[src/design/ttcs_pkg.sv]
`timescale 1ns / 1ps
// ----------------------------------------------------------------------------
// ttcs_pkg: shared types and constants of the text terminal engine
// field widths, mode and command codes, register indexes, reset colors
// ----------------------------------------------------------------------------
package ttcs_pkg;

  // default screen geometry
  localparam int unsigned COLUMNS_DEF   = 80;
  localparam int unsigned TEXT_ROWS_DEF = 24;

  // command queue between front and back
  localparam int unsigned QUEUE_DEPTH = 2;

  // port field widths
  localparam int unsigned MODE_W    = 2;
  localparam int unsigned CHAR_W    = 8;
  localparam int unsigned ROW_W     = 5;
  localparam int unsigned COL_W     = 7;
  localparam int unsigned ATTR_W    = 8;
  localparam int unsigned CELL_W    = CHAR_W + ATTR_W;
  localparam int unsigned CFG_IDX_W = 2;

  // mode field codes
  localparam logic [MODE_W-1:0] MODE_PUT   = 2'd0;
  localparam logic [MODE_W-1:0] MODE_READ  = 2'd1;
  localparam logic [MODE_W-1:0] MODE_CLEAR = 2'd2;

  // configuration register indexes
  localparam logic [CFG_IDX_W-1:0] REG_TEXT_COLOR   = 2'd0;
  localparam logic [CFG_IDX_W-1:0] REG_HEADER_COLOR = 2'd1;

  localparam logic [ATTR_W-1:0] TEXT_COLOR_RST   = 8'd4;
  localparam logic [ATTR_W-1:0] HEADER_COLOR_RST = 8'd64;

  localparam logic [CHAR_W-1:0] CHAR_NEWLINE = 8'd10;
  localparam logic [CHAR_W-1:0] CHAR_SPACE   = 8'd32;

  // classified command
  typedef enum logic [2:0] {
    CMD_PUT     = 3'd0,
    CMD_NEWLINE = 3'd1,
    CMD_READ    = 3'd2,
    CMD_CLEAR   = 3'd3,
    CMD_REPORT  = 3'd4
  } cmd_kind_e;

  typedef struct packed {
    cmd_kind_e         kind;
    logic [CHAR_W-1:0] ch;
    logic [ROW_W-1:0]  row;
    logic [COL_W-1:0]  col;
  } cmd_t;

endpackage

[src/design/ttcs_front.sv]
`timescale 1ns / 1ps
// ----------------------------------------------------------------------------
// ttcs_front: input stage of the text terminal engine
// classifies each input transfer into a command and queues it for the back end
// ----------------------------------------------------------------------------
module ttcs_front #(
  parameter int unsigned COLUMNS   = ttcs_pkg::COLUMNS_DEF,
  parameter int unsigned TEXT_ROWS = ttcs_pkg::TEXT_ROWS_DEF
) (
  input  logic                        clk_i,
  input  logic                        rst_ni,
  input  logic                        in_valid_i,
  output logic                        in_stall_o,
  input  logic [ttcs_pkg::MODE_W-1:0] mode_i,
  input  logic [ttcs_pkg::CHAR_W-1:0] char_code_i,
  input  logic [ttcs_pkg::ROW_W-1:0]  read_row_i,
  input  logic [ttcs_pkg::COL_W-1:0]  read_col_i,
  input  logic                        init_busy_i,
  output logic                        cmd_valid_o,
  input  logic                        cmd_pop_i,
  output ttcs_pkg::cmd_t              cmd_o
);
  import ttcs_pkg::*;

  localparam int unsigned PW = (QUEUE_DEPTH > 1) ? $clog2(QUEUE_DEPTH) : 1;
  localparam logic [PW-1:0] PTR_LAST = PW'(QUEUE_DEPTH - 1);
  localparam logic [PW:0]   CNT_FULL = (PW + 1)'(QUEUE_DEPTH);

  cmd_t          q_mem [QUEUE_DEPTH];
  logic [PW-1:0] wr_ptr_q, wr_ptr_d;
  logic [PW-1:0] rd_ptr_q, rd_ptr_d;
  logic [PW:0]   count_q, count_d;
  cmd_t          in_cmd;
  logic          in_range;
  logic          push, pop;

  // read of a cell off the screen reports only the cursor
  assign in_range = (32'(read_row_i) <= TEXT_ROWS) && (32'(read_col_i) < COLUMNS);

  always_comb begin
    in_cmd.ch   = char_code_i;
    in_cmd.row  = read_row_i;
    in_cmd.col  = read_col_i;
    in_cmd.kind = CMD_REPORT;
    case (mode_i)
      MODE_PUT: begin
        in_cmd.kind = (char_code_i == CHAR_NEWLINE) ? CMD_NEWLINE : CMD_PUT;
      end
      MODE_READ: begin
        if (in_range) begin
          in_cmd.kind = CMD_READ;
        end
      end
      MODE_CLEAR: begin
        in_cmd.kind = CMD_CLEAR;
      end
      default: begin
        in_cmd.kind = CMD_REPORT;
      end
    endcase
  end

  assign in_stall_o  = (count_q == CNT_FULL) || init_busy_i;
  assign cmd_valid_o = (count_q != '0);
  assign cmd_o       = q_mem[rd_ptr_q];
  assign push        = in_valid_i && !in_stall_o;
  assign pop         = cmd_valid_o && cmd_pop_i;

  always_comb begin
    wr_ptr_d = wr_ptr_q;
    rd_ptr_d = rd_ptr_q;
    count_d  = count_q;
    if (push) begin
      wr_ptr_d = (wr_ptr_q == PTR_LAST) ? '0 : wr_ptr_q + 1'b1;
    end
    if (pop) begin
      rd_ptr_d = (rd_ptr_q == PTR_LAST) ? '0 : rd_ptr_q + 1'b1;
    end
    if (push && !pop) begin
      count_d = count_q + 1'b1;
    end else if (pop && !push) begin
      count_d = count_q - 1'b1;
    end
  end

  always_ff @(posedge clk_i or negedge rst_ni) begin
    if (!rst_ni) begin
      wr_ptr_q <= '0;
      rd_ptr_q <= '0;
      count_q  <= '0;
    end else begin
      wr_ptr_q <= wr_ptr_d;
      rd_ptr_q <= rd_ptr_d;
      count_q  <= count_d;
    end
  end

  always_ff @(posedge clk_i) begin
    if (push) begin
      q_mem[wr_ptr_q] <= in_cmd;
    end
  end

endmodule

[config.mk]
export PLATFORM = sky130hd
export DESIGN_NAME = ttcs_front
export DESIGN_NICKNAME = d
export VERILOG_FILES = /design/src/design/ttcs_pkg.sv /design/src/design/ttcs_front.sv
export SDC_FILE = /design/constraint.sdc
export NUM_CORES = 1
export LEC_CHECK = 0
export ABC_AREA = 1
export BUFFER_PORTS_ARGS = -buffer_cell sky130_fd_sc_hd__buf_2
export CAP_MARGIN = 15
export CORE_MARGIN = 4
export CORE_UTILIZATION = 55
export CTS_CLUSTER_SIZE = 30
export DETAILED_ROUTE_END_ITERATION = 10
export PLACE_DENSITY = 0.85
export SKIP_LAST_GASP = 1
export SYNTH_ARGS = -nofsm -noshare
export SYNTH_HDL_FRONTEND = slang
export SYNTH_SLANG_ARGS = --single-unit
[constraint.sdc]
create_clock -name clk_i -period 4.8 [get_ports clk_i]
set_input_delay 0.48 -clock clk_i [delete_from_list [all_inputs] [get_ports clk_i]]
set_output_delay 0.48 -clock clk_i [all_outputs]
set_load 0.005 [all_outputs]
==> results.txt <==
Clk Latency, worst-skew pair: 0.36 ns
Post-route worst setup slack: 2.37 ns
Cell Pwr Density: 491 nW/um^2
Die Outline Area: 4620 sq um
Count of clock tree sinks: 50
Number of placement rows: 21
GP Congestion: 0.694
Nets: 254
Largest stage delay, worst path: 0.85 ns
Placed cell area: 2270 sq um
ANT cells: 0
Maximum VDD drop: 268 uV
Skew final: 0.00544 ns
Top cell type's share of synthesized area: 0.699
WP buf/inv: 2
Max Clk Rate: 0.412 GHz
Setup-violating endpoint count in the final report: 0
Effective utilization at floorplan: 0.583
Startpoint type of the worst setup path: register
Total count of hold-check failures in the final report: 0
Number of vias after detailed routing: 1,306
Post-detailed-route via-to-cell ratio: 4.80
Number of nets with antenna violations after routing: 0
Post-CTS Resized: 0
Endpoint required time on the critical path: 4.32 ns
Gate count of the mapped netlist: 170
Largest driver fanout on the critical path: 24
Overflow left after global routing: 0
Chip height: 67.9 um
Total routing resource utilization after global routing: 0.173
Fin Hold WS: 0.299 ns
Ys flop type: sky130_fd_sc_hd__edfxtp_1
Fraction of final layout cells with drive strength greater than 1: 0.270
Synth cell count leaders: sky130_fd_sc_hd__nand2_1 (87), sky130_fd_sc_hd__edfxtp_1 (46), sky130_fd_sc_hd__inv_1 (9)
Sequential-to-total area share from yosys stat: 0.750
H-Tree Depth: 2
Top cells by area in the synthesized netlist: sky130_fd_sc_hd__edfxtp_1 (70%), sky130_fd_sc_hd__nand2_1 (17%), sky130_fd_sc_hd__dfrtp_1 (5.1%), sky130_fd_sc_hd__inv_1 (1.7%), sky130_fd_sc_hd__nor2_1 (1.3%)
Maximum clock path buffer count: 2
Antenna violations before repair: 0
Number of global-route vias before repair: 1,278
Count of max-cap constraint violations: 0
Area of all placed cells without fillers: 2370 sq um
Cells traversed along the worst timing path: inv_2, nand2_1, nand2_1, buf_2
Number of warnings printed during yosys synthesis: 0
TNS Setup: 0 ns
Pin count of the biggest net entering global routing: 25
Sort of element at the end of the critical path: output pin
Post-synthesis sequential element count: 50
Slowest stage cell, crit path: sky130_fd_sc_hd__dfrtp_1
Residual DRC count: 0
Static leakage: 1.07 nW
Cts bufs inserted: 5
Outcome: complete, no violations
Unrepaired setup endpoints after global routing: no
Post-Syn Nets: 198
Rel. slew slack: 0.247
Starting DRT DRC Count: 51
Placeable core area: 3390 sq um
Number of pins with negative max-slew slack in the final report: 0
Largest delay share family, worst path: flip-flops
Setup CP Type: reg -> out
Async set-or-reset flop fraction in the synthesized netlist: 0.0800
Final standard cell utilization of the core: 0.699
Aggregate routed wire length: 3470 um
Clock edge transition at the registers on the reported setup and hold paths: 0.13 ns
Data arrival time of the worst path: 1.95 ns
Drt pass-1 iters: 4
Final worst-path cycle share: 0.506
Average wire length per cell after detail routing: 12.8 um
Wire length of the first global-routing pass: 5540 um
Post-placement worst setup slack: 2.65 ns
Final critical delay including setup and external delays: 2.43 ns
Port Buf Inserts: 51
Number of enable flip-flop cells after synthesis: 46
Dpl hpwl: 2410 um
Synthesized area per cell: 11.6 sq um
Count leader, synth: sky130_fd_sc_hd__nand2_1
Clk Tree Root Cell: sky130_fd_sc_hd__clkbuf_4
I/O pins: 52
Number of distinct library cells after synthesis: 15
Cell type with the highest aggregate area in the netlist: sky130_fd_sc_hd__edfxtp_1
Horizontal extent of the die: 67.9 um
Measured slew at the worst slew-check pin: 1.13 ns
Netlist Area Pre-Place: 1980 sq um
Min-delay worst type: in -> reg
Cell with the most instances on the worst path: sky130_fd_sc_hd__nand2_1
Clock tree from TritonCTS: yes
P&R area growth vs syn: 19.9%
per-layer routing:
metal | GRT usage | up-vias | part of all wire | routed length [um]
li1 | - | 669 | - | -
met1 | 0.183 | 601 | 0.40 | 1400
met2 | 0.314 | 28 | 0.53 | 1840
met3 | 0.0394 | 8 | 0.045 | 155
met4 | 0.0968 | 0 | 0.022 | 75
met5 | 0 | - | 0 | 0
metrics by stage:
| stage | total power, mW | std cells |
|---|---|---|
| floorplan | 0.800 | 170 |
| global placement | 0.937 | 263 |
| detailed placement | 0.952 | 263 |
| CTS | 1.17 | 271 |
| global route | 1.25 | 272 |
| finish | 1.16 | 272 |
worst reg2reg max path: cells and delay by family (launching register included):
kind                   cells  cell delay, ns
and+or+nand+nor            3            1.14
DFF                        1            0.39
buffers and inverters      1            0.09
placed cells by master (no fill, tap or decap):
cell type | netlist | layout
sky130_fd_sc_hd__clkbuf_4 | 0 | 5
sky130_fd_sc_hd__xor2_1 | 2 | 2
sky130_fd_sc_hd__nand2_1 | 87 | 87
sky130_fd_sc_hd__nand4_1 | 1 | 1
sky130_fd_sc_hd__o21ai_0 | 2 | 2
sky130_fd_sc_hd__nand3_1 | 3 | 3
sky130_fd_sc_hd__inv_1 | 9 | 9
sky130_fd_sc_hd__or2_1 | 1 | 1
sky130_fd_sc_hd__nand3b_1 | 1 | 1
sky130_fd_sc_hd__ha_1 | 1 | 1
sky130_fd_sc_hd__clkinv_1 | 0 | 1
sky130_fd_sc_hd__dfrtp_1 | 4 | 4
sky130_fd_sc_hd__buf_8 | 0 | 1
sky130_fd_sc_hd__dlygate4sd3_1 | 0 | 1
sky130_fd_sc_hd__nor2_2 | 0 | 2
sky130_fd_sc_hd__edfxtp_1 | 46 | 46
sky130_fd_sc_hd__bufinv_16 | 0 | 1
sky130_fd_sc_hd__xnor2_1 | 1 | 1
sky130_fd_sc_hd__buf_2 | 4 | 51
sky130_fd_sc_hd__inv_2 | 1 | 1
sky130_fd_sc_hd__nor2_1 | 7 | 5
power breakdown:
group | leakage, nW | total, mW | switching [mW] | internal [mW]
clock | 0.0387 | 0.226 | 0.121 | 0.105
sequential | 0.469 | 0.598 | 0.0492 | 0.549
combinational | 0.566 | 0.340 | 0.200 | 0.141
total | 1.07 | 1.16 | 0.370 | 0.795
timing repair:
item,in CTS,in global routing
setup buffers,0,0
hold buffers,1,0
hold endpoints to repair,4,0
endpoints found under the setup margin,0,0
cell type report:
cell class	instances	area (sq um)
timing repair buffer	53	280
multi-input combinational	106	442
clock inverter	2	33.8
tap	46	57.6
fill	245	1020
clock buffer	5	37.5
sequential	50	1480
inverter	10	37.5
logic make-up after synthesis:
family,after synthesis,share of synthesized area
simple gates,100,0.196
flops,50,0.750
buf+inv,14,0.0291
xor+xnor,3,0.0133
compound gates,2,0.00507
fa+ha+maj,1,0.00633
flip-flops by register name (all words and copies together) (netlist names):
| register | cells |
|---|---|
| q_mem | 46 |
| count_q | 2 |
| wr_ptr_q | 1 |
| rd_ptr_q | 1 |
worst paths after layout:
path                               start          end  slack [ns]  cells past startpoint
setup / recovery                rd_ptr_q    cmd_o[17]        2.37                      4
hold / removal             read_col_i[2]  q_mem[1][2]        0.30                      1
setup reg to reg              count_q[0]  q_mem[1][1]        2.81                      4
hold reg to reg               count_q[0]   count_q[0]        0.50                      1
max in group asynchronous         rst_ni   count_q[0]        4.24                      2
min in group asynchronous         rst_ni     wr_ptr_q        0.43                      2
Power figures use the tool's default switching activity.
